File: src/design/tsp_pkg.sv
`timescale 1ns / 1ps
// Shared types and constants for the two-gate speed trap.
// No dependencies; imported by every module of the block.
package tsp_pkg;

  localparam int DIST_W  = 24;   // distance registers, micrometers
  localparam int SPEED_W = 32;   // speed results, 0.01 km/h
  localparam int CNT_W   = 16;   // measurement counter
  localparam int NUM_SPD = 4;    // speeds per measurement
  localparam int TS_W    = 32;   // timestamp port width

  // um/us -> 0.01 km/h is a factor of 360.
  localparam int SCALE_W = 9;
  localparam logic [SCALE_W-1:0] SPEED_SCALE = 9'd360;

  // Dividend is distance times the scale factor.
  localparam int DIVD_W = DIST_W + SCALE_W;
  localparam int STEP_W = $clog2(DIVD_W + 1);

  // Queue between front and back.
  localparam int Q_DEPTH = 2;
  localparam int QPTR_W  = $clog2(Q_DEPTH);
  localparam int QCNT_W  = $clog2(Q_DEPTH + 1);

  // Configuration registers.
  localparam int REG_IDX_W = 1;
  localparam int PADDR_W   = 3;
  localparam int PDATA_W   = 32;
  localparam logic [REG_IDX_W-1:0] REG_BALL_WIDTH   = 1'b0;
  localparam logic [REG_IDX_W-1:0] REG_GATE_SPACING = 1'b1;
  localparam logic [DIST_W-1:0] BALL_WIDTH_RST   = 24'd72000;
  localparam logic [DIST_W-1:0] GATE_SPACING_RST = 24'd101000;

  localparam logic [SPEED_W-1:0] SPEED_MAX = '1;

  typedef enum logic [2:0] {
    B_IDLE,
    B_LOAD,
    B_DIV,
    B_STORE,
    B_OUT
  } back_state_t;

  typedef struct packed {
    logic full;
    logic empty;
  } q_status_t;

endpackage

File: src/design/tsp_front.sv
`timescale 1ns / 1ps
// Front end: accepts edge transactions, keeps the edge times and builds a
// measurement job on every clearing edge of the second barrier. Uses tsp_pkg.
module tsp_front #(
  parameter int TIME_WIDTH = 32,
  parameter int JOB_W      = 4 * TIME_WIDTH + 2 * tsp_pkg::DIST_W + tsp_pkg::CNT_W
) (
  input  logic                        clk,
  input  logic                        rst,
  input  logic                        in_valid,
  output logic                        in_ready,
  input  logic                        barrier,
  input  logic                        level,
  input  logic [tsp_pkg::TS_W-1:0]    timestamp_us,
  input  logic [tsp_pkg::DIST_W-1:0]  ball_width_um,
  input  logic [tsp_pkg::DIST_W-1:0]  gate_spacing_um,
  input  tsp_pkg::q_status_t          q_stat,
  output logic                        push,
  output logic [JOB_W-1:0]            job
);
  import tsp_pkg::*;

  logic [TIME_WIDTH-1:0] first_block_time;
  logic [TIME_WIDTH-1:0] first_clear_time;
  logic [TIME_WIDTH-1:0] second_block_time;
  logic [CNT_W-1:0]      measurement_counter;
  logic [CNT_W-1:0]      measurement_counter_next;
  logic [TIME_WIDTH-1:0] t;
  logic                  accept;
  logic [TIME_WIDTH-1:0] dur0, dur1, dur2, dur3;

  assign in_ready = !q_stat.full;
  assign accept   = in_valid && in_ready;
  assign t        = TIME_WIDTH'(timestamp_us);
  assign push     = accept && barrier && level;

  // The second clearing time is only ever used by the job it starts, so the
  // incoming timestamp stands in for it.
  assign dur0 = first_clear_time - first_block_time;
  assign dur1 = t - second_block_time;
  assign dur2 = second_block_time - first_block_time;
  assign dur3 = t - first_clear_time;

  assign measurement_counter_next = measurement_counter + CNT_W'(1);

  assign job = {measurement_counter_next, gate_spacing_um, ball_width_um,
                dur3, dur2, dur1, dur0};

  always_ff @(posedge clk) begin
    if (rst) begin
      first_block_time    <= '0;
      first_clear_time    <= '0;
      second_block_time   <= '0;
      measurement_counter <= '0;
    end else if (accept) begin
      if (!barrier) begin
        if (level) first_clear_time <= t;
        else       first_block_time <= t;
      end else if (!level) begin
        second_block_time <= t;
      end else begin
        measurement_counter <= measurement_counter_next;
      end
    end
  end

endmodule

File: src/design/tsp_queue.sv
`timescale 1ns / 1ps
// Short job queue between the front end and the divider back end.
// Uses tsp_pkg for its depth and status struct.
module tsp_queue #(
  parameter int WIDTH = 8
) (
  input  logic               clk,
  input  logic               rst,
  input  logic               push,
  input  logic [WIDTH-1:0]   push_data,
  input  logic               pop,
  output logic [WIDTH-1:0]   head,
  output tsp_pkg::q_status_t q_stat
);
  import tsp_pkg::*;

  logic [WIDTH-1:0]  mem [Q_DEPTH];
  logic [QPTR_W-1:0] wr_ptr;
  logic [QPTR_W-1:0] rd_ptr;
  logic [QCNT_W-1:0] count;

  assign q_stat.full  = (count == QCNT_W'(Q_DEPTH));
  assign q_stat.empty = (count == '0);
  assign head         = mem[rd_ptr];

  always_ff @(posedge clk) begin
    if (push) begin
      mem[wr_ptr] <= push_data;
    end
  end

  always_ff @(posedge clk) begin
    if (rst) begin
      wr_ptr <= '0;
      rd_ptr <= '0;
      count  <= '0;
    end else begin
      if (push) begin
        wr_ptr <= (wr_ptr == QPTR_W'(Q_DEPTH - 1)) ? '0 : wr_ptr + QPTR_W'(1);
      end
      if (pop) begin
        rd_ptr <= (rd_ptr == QPTR_W'(Q_DEPTH - 1)) ? '0 : rd_ptr + QPTR_W'(1);
      end
      if (push && !pop) begin
        count <= count + QCNT_W'(1);
      end else if (pop && !push) begin
        count <= count - QCNT_W'(1);
      end
    end
  end

endmodule

File: src/design/tsp_back.sv
`timescale 1ns / 1ps
// Back end: runs the four divisions of a job on one restoring divider, one
// quotient bit per cycle, and holds the finished result. Uses tsp_pkg.
module tsp_back #(
  parameter int TIME_WIDTH = 32,
  parameter int JOB_W      = 4 * TIME_WIDTH + 2 * tsp_pkg::DIST_W + tsp_pkg::CNT_W
) (
  input  logic                        clk,
  input  logic                        rst,
  input  logic [JOB_W-1:0]            job,
  input  tsp_pkg::q_status_t          q_stat,
  output logic                        pop,
  output logic                        out_valid,
  input  logic                        out_ready,
  output logic [tsp_pkg::SPEED_W-1:0] speed_first_blocked,
  output logic [tsp_pkg::SPEED_W-1:0] speed_second_blocked,
  output logic [tsp_pkg::SPEED_W-1:0] speed_leading_edges,
  output logic [tsp_pkg::SPEED_W-1:0] speed_trailing_edges,
  output logic [tsp_pkg::NUM_SPD-1:0] zero_duration_mask,
  output logic [tsp_pkg::CNT_W-1:0]   measurement_count
);
  import tsp_pkg::*;

  localparam int LANE_W = $clog2(NUM_SPD);

  back_state_t state, state_next;

  logic [TIME_WIDTH-1:0] dur [NUM_SPD];
  logic [DIST_W-1:0]     ball, gap;
  logic [CNT_W-1:0]      job_cnt;
  logic                  job_valid;

  logic [LANE_W-1:0]     lane;
  logic [STEP_W-1:0]     step;
  logic [DIVD_W-1:0]     dq;
  logic [TIME_WIDTH-1:0] rem;
  logic [SPEED_W-1:0]    spd_w [NUM_SPD];
  logic [NUM_SPD-1:0]    mask_w;

  logic [TIME_WIDTH-1:0] cur_dur;
  logic [DIST_W-1:0]     cur_dist;
  logic [TIME_WIDTH:0]   rem_sh;
  logic                  ge;
  logic [SPEED_W-1:0]    spd_res;
  logic                  last_step;
  logic                  last_lane;
  logic                  out_load;
  logic                  do_load, do_step, do_store;

  assign {job_cnt, gap, ball, dur[3], dur[2], dur[1], dur[0]} = job;
  assign job_valid = !q_stat.empty;

  always_comb begin
    case (lane)
      2'd0:    begin cur_dur = dur[0]; cur_dist = ball; end
      2'd1:    begin cur_dur = dur[1]; cur_dist = ball; end
      2'd2:    begin cur_dur = dur[2]; cur_dist = gap;  end
      default: begin cur_dur = dur[3]; cur_dist = gap;  end
    endcase
  end

  // One restoring division step.
  assign rem_sh = {rem, dq[DIVD_W-1]};
  assign ge     = (rem_sh >= {1'b0, cur_dur});

  // The quotient can reach DIVD_W bits; anything above SPEED_W saturates.
  assign spd_res = (cur_dur == '0) ? SPEED_MAX :
                   (|dq[DIVD_W-1:SPEED_W]) ? SPEED_MAX : dq[SPEED_W-1:0];

  assign last_step = (step == STEP_W'(DIVD_W - 1));
  assign last_lane = (lane == LANE_W'(NUM_SPD - 1));

  always_comb begin
    state_next = state;
    unique case (state)
      B_IDLE:  if (job_valid) state_next = B_LOAD;
      B_LOAD:  state_next = B_DIV;
      B_DIV:   if (last_step) state_next = B_STORE;
      B_STORE: state_next = last_lane ? B_OUT : B_LOAD;
      B_OUT:   if (!out_valid || out_ready) state_next = B_IDLE;
      default: state_next = B_IDLE;
    endcase
  end

  always_comb begin
    do_load  = 1'b0;
    do_step  = 1'b0;
    do_store = 1'b0;
    out_load = 1'b0;
    unique case (state)
      B_IDLE:  ;
      B_LOAD:  do_load = 1'b1;
      B_DIV:   do_step = 1'b1;
      B_STORE: do_store = 1'b1;
      B_OUT:   out_load = !out_valid || out_ready;
      default: ;
    endcase
  end

  assign pop = out_load;

  always_ff @(posedge clk) begin
    if (rst) begin
      state     <= B_IDLE;
      lane      <= '0;
      step      <= '0;
      out_valid <= 1'b0;
    end else begin
      state <= state_next;
      if (do_load) step <= '0;
      else if (do_step) step <= step + STEP_W'(1);
      if (do_store) lane <= last_lane ? '0 : lane + LANE_W'(1);
      if (out_load) out_valid <= 1'b1;
      else if (out_ready) out_valid <= 1'b0;
    end
  end

  always_ff @(posedge clk) begin
    if (do_load) begin
      dq  <= DIVD_W'(cur_dist) * DIVD_W'(SPEED_SCALE);
      rem <= '0;
    end else if (do_step) begin
      dq  <= {dq[DIVD_W-2:0], ge};
      rem <= ge ? TIME_WIDTH'(rem_sh - {1'b0, cur_dur}) : rem_sh[TIME_WIDTH-1:0];
    end
    if (do_store) begin
      spd_w[lane]  <= spd_res;
      mask_w[lane] <= (cur_dur == '0);
    end
    if (out_load) begin
      speed_first_blocked  <= spd_w[0];
      speed_second_blocked <= spd_w[1];
      speed_leading_edges  <= spd_w[2];
      speed_trailing_edges <= spd_w[3];
      zero_duration_mask   <= mask_w;
      measurement_count    <= job_cnt;
    end
  end

  a_step_range: assert property (@(posedge clk) disable iff (rst)
    (state == B_DIV) |-> (step < STEP_W'(DIVD_W)))
    else $error("divider step count ran past the dividend width");

  a_pop_has_job: assert property (@(posedge clk) disable iff (rst)
    pop |-> job_valid)
    else $error("job popped from an empty queue");

  a_no_overwrite: assert property (@(posedge clk) disable iff (rst)
    (out_valid && !out_ready) |=> !$past(out_load))
    else $error("pending result overwritten");

  a_load_to_div: assert property (@(posedge clk) disable iff (rst)
    (state == B_LOAD) |=> (state == B_DIV) && (step == '0))
    else $error("division did not start from step zero");

  a_zero_saturates: assert property (@(posedge clk) disable iff (rst)
    out_valid |-> (!zero_duration_mask[0] || speed_first_blocked == SPEED_MAX) &&
                  (!zero_duration_mask[1] || speed_second_blocked == SPEED_MAX) &&
                  (!zero_duration_mask[2] || speed_leading_edges == SPEED_MAX) &&
                  (!zero_duration_mask[3] || speed_trailing_edges == SPEED_MAX))
    else $error("zero duration without a saturated speed");

endmodule

File: src/design/two_gate_speed_trap_top.sv
`timescale 1ns / 1ps
// Top level of the two-gate speed trap: configuration registers and the
// front end, job queue and divider back end. Uses tsp_pkg and all tsp_ modules.
//
//   Channel  | Handshake              | Transaction carries
//   ---------+------------------------+----------------------------------------
//   config   | psel/penable/pwrite    | paddr, pwdata (reads return prdata)
//   in       | in_valid / in_ready    | barrier, level, timestamp_us
//   out      | out_valid / out_ready  | four speeds, zero_duration_mask,
//            |                        | measurement_count
//
// A clearing edge of the second barrier queues a job; the back end runs four
// 33-step restoring divisions on one shared divider, then loads the result
// into the output register.
// Reset (synchronous, active high) clears all edge times, the measurement
// counter, the queue and the output valid, and restores the register defaults.
// A result held in the output register stalls the back end only when the next
// job has finished while it still waits; in_ready drops only while the
// two-entry job queue is full.
module two_gate_speed_trap_top #(
  parameter int TIME_WIDTH = 32
) (
  input  logic                         clk,
  input  logic                         rst,
  // configuration port
  input  logic                         psel,
  input  logic                         penable,
  input  logic                         pwrite,
  input  logic [tsp_pkg::PADDR_W-1:0]  paddr,
  input  logic [tsp_pkg::PDATA_W-1:0]  pwdata,
  output logic [tsp_pkg::PDATA_W-1:0]  prdata,
  output logic                         pready,
  // edge events
  input  logic                         in_valid,
  output logic                         in_ready,
  input  logic                         barrier,
  input  logic                         level,
  input  logic [tsp_pkg::TS_W-1:0]     timestamp_us,
  // measurements
  output logic                         out_valid,
  input  logic                         out_ready,
  output logic [tsp_pkg::SPEED_W-1:0]  speed_first_blocked,
  output logic [tsp_pkg::SPEED_W-1:0]  speed_second_blocked,
  output logic [tsp_pkg::SPEED_W-1:0]  speed_leading_edges,
  output logic [tsp_pkg::SPEED_W-1:0]  speed_trailing_edges,
  output logic [tsp_pkg::NUM_SPD-1:0]  zero_duration_mask,
  output logic [tsp_pkg::CNT_W-1:0]    measurement_count
);
  import tsp_pkg::*;

  localparam int JOB_W = 4 * TIME_WIDTH + 2 * DIST_W + CNT_W;

  logic [DIST_W-1:0]    ball_width_um;
  logic [DIST_W-1:0]    gate_spacing_um;
  logic [REG_IDX_W-1:0] reg_idx;
  logic                 cfg_write;

  logic                 push;
  logic                 pop;
  logic [JOB_W-1:0]     push_job;
  logic [JOB_W-1:0]     head_job;
  q_status_t            q_stat;

  // Registers sit on 4-byte boundaries; the word index is the bit above the
  // byte offset. Any address decodes to one of the two registers.
  assign reg_idx   = paddr[2];
  assign pready    = 1'b1;
  assign cfg_write = psel && penable && pwrite && pready;

  always_ff @(posedge clk) begin
    if (rst) begin
      ball_width_um   <= BALL_WIDTH_RST;
      gate_spacing_um <= GATE_SPACING_RST;
    end else if (cfg_write) begin
      unique case (reg_idx)
        REG_BALL_WIDTH:   ball_width_um   <= pwdata[DIST_W-1:0];
        REG_GATE_SPACING: gate_spacing_um <= pwdata[DIST_W-1:0];
        default: ;
      endcase
    end
  end

  always_comb begin
    unique case (reg_idx)
      REG_BALL_WIDTH:   prdata = PDATA_W'(ball_width_um);
      REG_GATE_SPACING: prdata = PDATA_W'(gate_spacing_um);
      default:          prdata = '0;
    endcase
  end

  // Front end records edge times and builds a job with a snapshot of the
  // distances and the new measurement number.
  tsp_front #(
    .TIME_WIDTH (TIME_WIDTH),
    .JOB_W      (JOB_W)
  ) u_front (
    .clk             (clk),
    .rst             (rst),
    .in_valid        (in_valid),
    .in_ready        (in_ready),
    .barrier         (barrier),
    .level           (level),
    .timestamp_us    (timestamp_us),
    .ball_width_um   (ball_width_um),
    .gate_spacing_um (gate_spacing_um),
    .q_stat          (q_stat),
    .push            (push),
    .job             (push_job)
  );

  // Jobs wait here so the front end keeps taking edges while the divider runs.
  tsp_queue #(
    .WIDTH (JOB_W)
  ) u_queue (
    .clk       (clk),
    .rst       (rst),
    .push      (push),
    .push_data (push_job),
    .pop       (pop),
    .head      (head_job),
    .q_stat    (q_stat)
  );

  // Back end divides and holds the finished measurement until it is taken.
  tsp_back #(
    .TIME_WIDTH (TIME_WIDTH),
    .JOB_W      (JOB_W)
  ) u_back (
    .clk                  (clk),
    .rst                  (rst),
    .job                  (head_job),
    .q_stat               (q_stat),
    .pop                  (pop),
    .out_valid            (out_valid),
    .out_ready            (out_ready),
    .speed_first_blocked  (speed_first_blocked),
    .speed_second_blocked (speed_second_blocked),
    .speed_leading_edges  (speed_leading_edges),
    .speed_trailing_edges (speed_trailing_edges),
    .zero_duration_mask   (zero_duration_mask),
    .measurement_count    (measurement_count)
  );

endmodule

File: config.mk
export PLATFORM = sky130hd
export DESIGN_NAME = two_gate_speed_trap_top
export DESIGN_NICKNAME = d
export VERILOG_FILES = /design/src/design/tsp_pkg.sv /design/src/design/tsp_front.sv /design/src/design/tsp_queue.sv /design/src/design/tsp_back.sv /design/src/design/two_gate_speed_trap_top.sv
export SDC_FILE = /design/constraint.sdc
export NUM_CORES = 2
export LEC_CHECK = 0
export BUFFER_PORTS_ARGS = -buffer_cell sky130_fd_sc_hd__buf_2
export CAP_MARGIN = 20
export CORE_MARGIN = 4
export CORE_UTILIZATION = 40
export DETAILED_ROUTE_END_ITERATION = 8
export SLEW_MARGIN = 20
export SYNTH_ARGS = -nofsm -noshare
export SYNTH_HDL_FRONTEND = slang
export SYNTH_SLANG_ARGS = --single-unit
File: constraint.sdc
create_clock -name clk -period 31.1 [get_ports clk]
set_clock_uncertainty 0.1 [all_clocks]
set_input_delay 3.11 -clock clk [delete_from_list [all_inputs] [get_ports clk]]
set_output_delay 3.11 -clock clk [all_outputs]
set_load 0.01 [all_outputs]
==> impl_metrics.prom <==
# TYPE chip_impl_metric gauge
chip_impl_metric{name="setup-tns-final",unit="ns"} 0
chip_impl_metric{name="ir_drop",unit="mV"} 0.0492
chip_impl_metric{name="fin_cells",unit=""} 5362
chip_impl_metric{name="cellPowerDensity",unit="mW/mm2"} 71.9
chip_impl_info{name="crit_chain",value="buf_2, mux2_2, buf_2"} 1
chip_impl_info{name="worst_setup_path_start_kind",value="primary input"} 1
chip_impl_metric{name="drt-wirelength-per-cell",unit="um"} 18.9
chip_impl_metric{name="finish.net_count",unit=""} 4215
chip_impl_metric{name="cellInternalPower",unit="mW"} 2.48
chip_impl_metric{name="hold_viol_final",unit=""} 0
chip_impl_metric{name="first_pass_grt_wire_length",unit="mm"} 156
chip_impl_metric{name="synth_xor_xnor_area_share",unit="%"} 4.32
chip_impl_metric{name="post_synthesis_area_per_instance",unit="um2"} 12.0
chip_impl_metric{name="timing.fmax",unit="MHz"} 132
chip_impl_metric{name="die_area",unit="mm2"} 0.114
chip_impl_info{name="timing.setup.critical_path_class",value="in2out"} 1
chip_impl_metric{name="worst_slew_pin_slew",unit="ns"} 1.11
chip_impl_metric{name="critical_path.n_buffers_inverters",unit=""} 2
chip_impl_metric{name="share_seq_of_total_power",unit="%"} 41.2
chip_impl_metric{name="cts_made_buffers",unit=""} 97
chip_impl_metric{name="place.gp.congestion",unit=""} 0.884
chip_impl_metric{name="timing.final.crit_share",unit="%"} 24.3
chip_impl_metric{name="worstPathRequired",unit="ns"} 27.89
chip_impl_info{name="worstSetupEndpointType",value="output pin"} 1
chip_impl_metric{name="ff2ff_setup_slack",unit="ns"} 24.97
chip_impl_metric{name="power.share.clock",unit="%"} 33.2
chip_impl_metric{name="vias_per_cell",unit=""} 5.27
chip_impl_metric{name="drive_above_1_share",unit="%"} 14.4
chip_impl_metric{name="dpl.hpwl",unit="mm"} 72.0
chip_impl_info{name="cp_common_cell",value="sky130_fd_sc_hd__buf_2"} 1
chip_impl_info{name="postSynth.topFlopCell",value="sky130_fd_sc_hd__edfxtp_1"} 1
chip_impl_info{name="top_layer_used",value="met5"} 1
chip_impl_metric{name="grt_start_max_net_pins",unit=""} 168
chip_impl_metric{name="static-leakage-power",unit="nW"} 18.5
chip_impl_metric{name="final_worst_path_period_need",unit="ns"} 7.56
chip_impl_metric{name="dpl_cell_area",unit="mm2"} 0.0462
chip_impl_metric{name="grt.overflow.total",unit=""} 0
chip_impl_metric{name="comb_power_share",unit="%"} 25.6
chip_impl_metric{name="synth_simple_gate_area_share",unit="%"} 9.02
chip_impl_metric{name="die_h",unit="um"} 338
chip_impl_metric{name="via_count",unit=""} 28200
chip_impl_metric{name="swShare",unit="%"} 30.3
chip_impl_metric{name="antenna_found_initial",unit=""} 5
chip_impl_info{name="holdCritPathClass",value="reg2reg"} 1
chip_impl_metric{name="synth_adder_area_share",unit="%"} 8.17
chip_impl_metric{name="worstSkewPairLatency",unit="ns"} 0.69
chip_impl_metric{name="cp_max_fo",unit=""} 27
chip_impl_metric{name="synth_sequential_area_ratio",unit="%"} 57.6
chip_impl_metric{name="final-setup-viol-count",unit=""} 0
chip_impl_metric{name="layout.cell_area.non_filler",unit="mm2"} 0.0496
chip_impl_metric{name="drc",unit=""} 0
chip_impl_metric{name="synthesized_cell_area",unit="mm2"} 0.0436
chip_impl_info{name="synth_top_family_by_area",value="compound AO/OA/AOI/OAI gates"} 1
chip_impl_metric{name="io_buffer_count",unit=""} 239
chip_impl_metric{name="initial_core_util",unit="%"} 40.5
chip_impl_metric{name="slew_headroom",unit="%"} 26.3
chip_impl_metric{name="via_count_of_the_first_global_routing_pass",unit=""} 27600
chip_impl_metric{name="cts.path.max_buffers",unit=""} 3
chip_impl_metric{name="clock_tree.htree_level_count",unit=""} 3
chip_impl_metric{name="first_pass_iters",unit=""} 7
chip_impl_metric{name="area.growth.synth_to_final",unit="%"} 13.7
chip_impl_metric{name="synth_enable_flop_cells",unit=""} 694
chip_impl_metric{name="placement_rows",unit=""} 120
chip_impl_metric{name="max_slew_violation_count",unit=""} 0
chip_impl_metric{name="area.sequential",unit="mm2"} 0.0251
chip_impl_metric{name="number_of_library_cell_types_mapped_by_synthesis",unit=""} 80
chip_impl_metric{name="arrival",unit="ns"} 4.35
chip_impl_info{name="mostFrequentLayoutCells",value="694 x sky130_fd_sc_hd__edfxtp_1, 447 x sky130_fd_sc_hd__nand2_1, 313 x sky130_fd_sc_hd__a21oi_1"} 1
chip_impl_info{name="clock-root-buffer",value="sky130_fd_sc_hd__clkbuf_16"} 1
chip_impl_metric{name="routedLengthMet1",unit="mm"} 45.9
chip_impl_info{name="critical_path.top_delay_family",value="buffers and inverters"} 1
chip_impl_info{name="worst_path_max_delay_cell",value="sky130_fd_sc_hd__buf_2"} 1
chip_impl_metric{name="detail_route.wirelength",unit="mm"} 101
chip_impl_metric{name="ant_nets",unit=""} 0
chip_impl_metric{name="cap_violations",unit=""} 0
chip_impl_metric{name="die-width",unit="um"} 338
chip_impl_metric{name="synth-seq-cells",unit=""} 906
chip_impl_metric{name="worst_setup_hold_path_clk_slew",unit="ns"} 0.06
chip_impl_info{name="rsz0062_at_grt",value="false"} 1
chip_impl_metric{name="cts.hold.buffers_added",unit=""} 0
chip_impl_metric{name="synthMuxAreaShare",unit="%"} 4.65
chip_impl_metric{name="coreArea",unit="mm2"} 0.108
chip_impl_info{name="status",value="finished, final reports clean"} 1
chip_impl_metric{name="n_fill_cell",unit=""} 9790
chip_impl_metric{name="io_pins",unit=""} 259
chip_impl_metric{name="combined_area_of_the_multi_input_logic_cells",unit="mm2"} 0.0168
chip_impl_metric{name="postCtsSetupRepairBufs",unit=""} 0
chip_impl_metric{name="antenna_cells_inserted",unit=""} 0
chip_impl_metric{name="hold_slack",unit="ns"} 0.298
chip_impl_metric{name="asyncSetResetFlopFracSynth",unit="%"} 0
chip_impl_metric{name="grt_util_all_layers",unit="%"} 17.5
chip_impl_metric{name="postSynthCellCount",unit=""} 3637
chip_impl_info{name="cts_tree",value="yes"} 1
chip_impl_metric{name="clock_sinks",unit=""} 906
chip_impl_metric{name="synth-compound-area-share",unit="%"} 12.1
chip_impl_metric{name="cell_count_after_placement",unit=""} 5180
chip_impl_metric{name="net_load_switching_power",unit="mW"} 1.08
chip_impl_metric{name="synthesis.yosys.warnings",unit=""} 0
chip_impl_metric{name="cts-resized-gates",unit=""} 0
chip_impl_metric{name="met2_routed_wirelength",unit="mm"} 46.8
chip_impl_info{name="leading_cell_type_in_the_layout_fill_and_taps_excluded",value="sky130_fd_sc_hd__edfxtp_1"} 1
chip_impl_metric{name="drt-initial-drc-count",unit=""} 1953
chip_impl_metric{name="detailroute.wirelength.met3",unit="mm"} 5.75
chip_impl_metric{name="cpPeakStageDelay",unit="ns"} 0.57
-- registers in the layout, indices dropped and copies added, names as in the netlist, 24 cells and up, named ones only --
register / count
ball_width_um: 24
gate_spacing_um: 24
speed_leading_edges: 32
speed_second_blocked: 32
speed_trailing_edges: 32
u_back.dq: 33
u_back.rem: 32
u_back.spd_w: 128
u_back.speed_first_blocked: 31
u_front.first_block_time: 32
u_front.first_clear_time: 32
u_front.second_block_time: 32
u_queue.mem: 384
-- power groups by stage --
stage	Combinational (mW)	Clock [mW]	Sequential (mW)
finish	0.910	1.18	1.47
global route	1.02	1.26	1.48
CTS	0.915	1.21	1.47
detailed placement	0.909	0	1.49
global placement	0.900	0	1.49
floorplan	0.698	0	1.48
-- layout make-up --
cell class / count / area share, %
Sequential cell: 906 / 50.6
Inverter: 311 / 2.37
Multi-Input combinational cell: 2288 / 33.8
Clock buffer: 130 / 5.29
Clock inverter: 52 / 1.42
Tap cell: 1403 / 3.54
Timing Repair Buffer: 272 / 2.95
-- worst paths after layout --
path                                           from                       to  cells after the start
worst max-delay path                       paddr[2]               prdata[19]                      3
worst min-delay path            u_back.spd_w[2][21]  speed_leading_edges[21]                      0
worst max register to register       u_back.lane[0]            u_back.dq[25]                     22
worst min register to register  u_back.spd_w[2][21]  speed_leading_edges[21]                      0
-- per-stage QoR --
stage / power [mW] / util (%) / setup WS, ns
after floorplan: 2.18 / - / 18.83
after global placement: 2.39 / 42.9 / 23.53
after detailed placement: 2.40 / 42.9 / 23.53
after CTS: 3.60 / 46.0 / 23.53
after global routing: 3.76 / 46.0 / 23.49
final: 3.56 / 46.0 / 23.54
-- cell usage after synthesis (20+ instances only) --
master	n	area, um2
sky130_fd_sc_hd__mux2_2	41	462
sky130_fd_sc_hd__a21oi_1	313	1570
sky130_fd_sc_hd__inv_1	311	1170
sky130_fd_sc_hd__buf_2	22	110
sky130_fd_sc_hd__nand4_1	33	206
sky130_fd_sc_hd__a31oi_1	24	150
sky130_fd_sc_hd__o21a_1	26	195
sky130_fd_sc_hd__a222oi_1	63	631
sky130_fd_sc_hd__clkbuf_1	93	349
sky130_fd_sc_hd__xor2_1	96	841
sky130_fd_sc_hd__o21ai_1	29	145
sky130_fd_sc_hd__nor2_1	140	526
sky130_fd_sc_hd__fa_1	36	721
sky130_fd_sc_hd__nand3_1	43	215
sky130_fd_sc_hd__or3_1	43	269
sky130_fd_sc_hd__dfxtp_1	212	4240
sky130_fd_sc_hd__nand2b_1	35	219
sky130_fd_sc_hd__o21ai_0	135	676
sky130_fd_sc_hd__nor2b_1	23	144
sky130_fd_sc_hd__mux4_2	62	1400
sky130_fd_sc_hd__xnor2_1	119	1040
sky130_fd_sc_hd__nor3_1	39	195
sky130_fd_sc_hd__nand2_1	447	1680
sky130_fd_sc_hd__a21o_1	82	616
sky130_fd_sc_hd__and3_1	23	144
sky130_fd_sc_hd__o21bai_1	20	150
sky130_fd_sc_hd__edfxtp_1	694	20800
sky130_fd_sc_hd__ha_1	227	2840
-- per-layer routing --
metal | track usage, % | vias up
li1 | - | 13700
met1 | 24.1 | 13600
met2 | 28.3 | 706
met3 | 2.90 | 179
met4 | 5.49 | 6
met5 | 0 | -
-- logic make-up (layout without fill, tap and decap cells) --
family,count (synthesis),count (layout)
simple gates,871,871
buf+inv,450,765
fa+ha+maj,263,263
flops,906,906
mux,120,120
other cells,2,9
compound gates,810,810
xor+xnor,215,215
No activity file was read; power rests on OpenSTA's default activity.
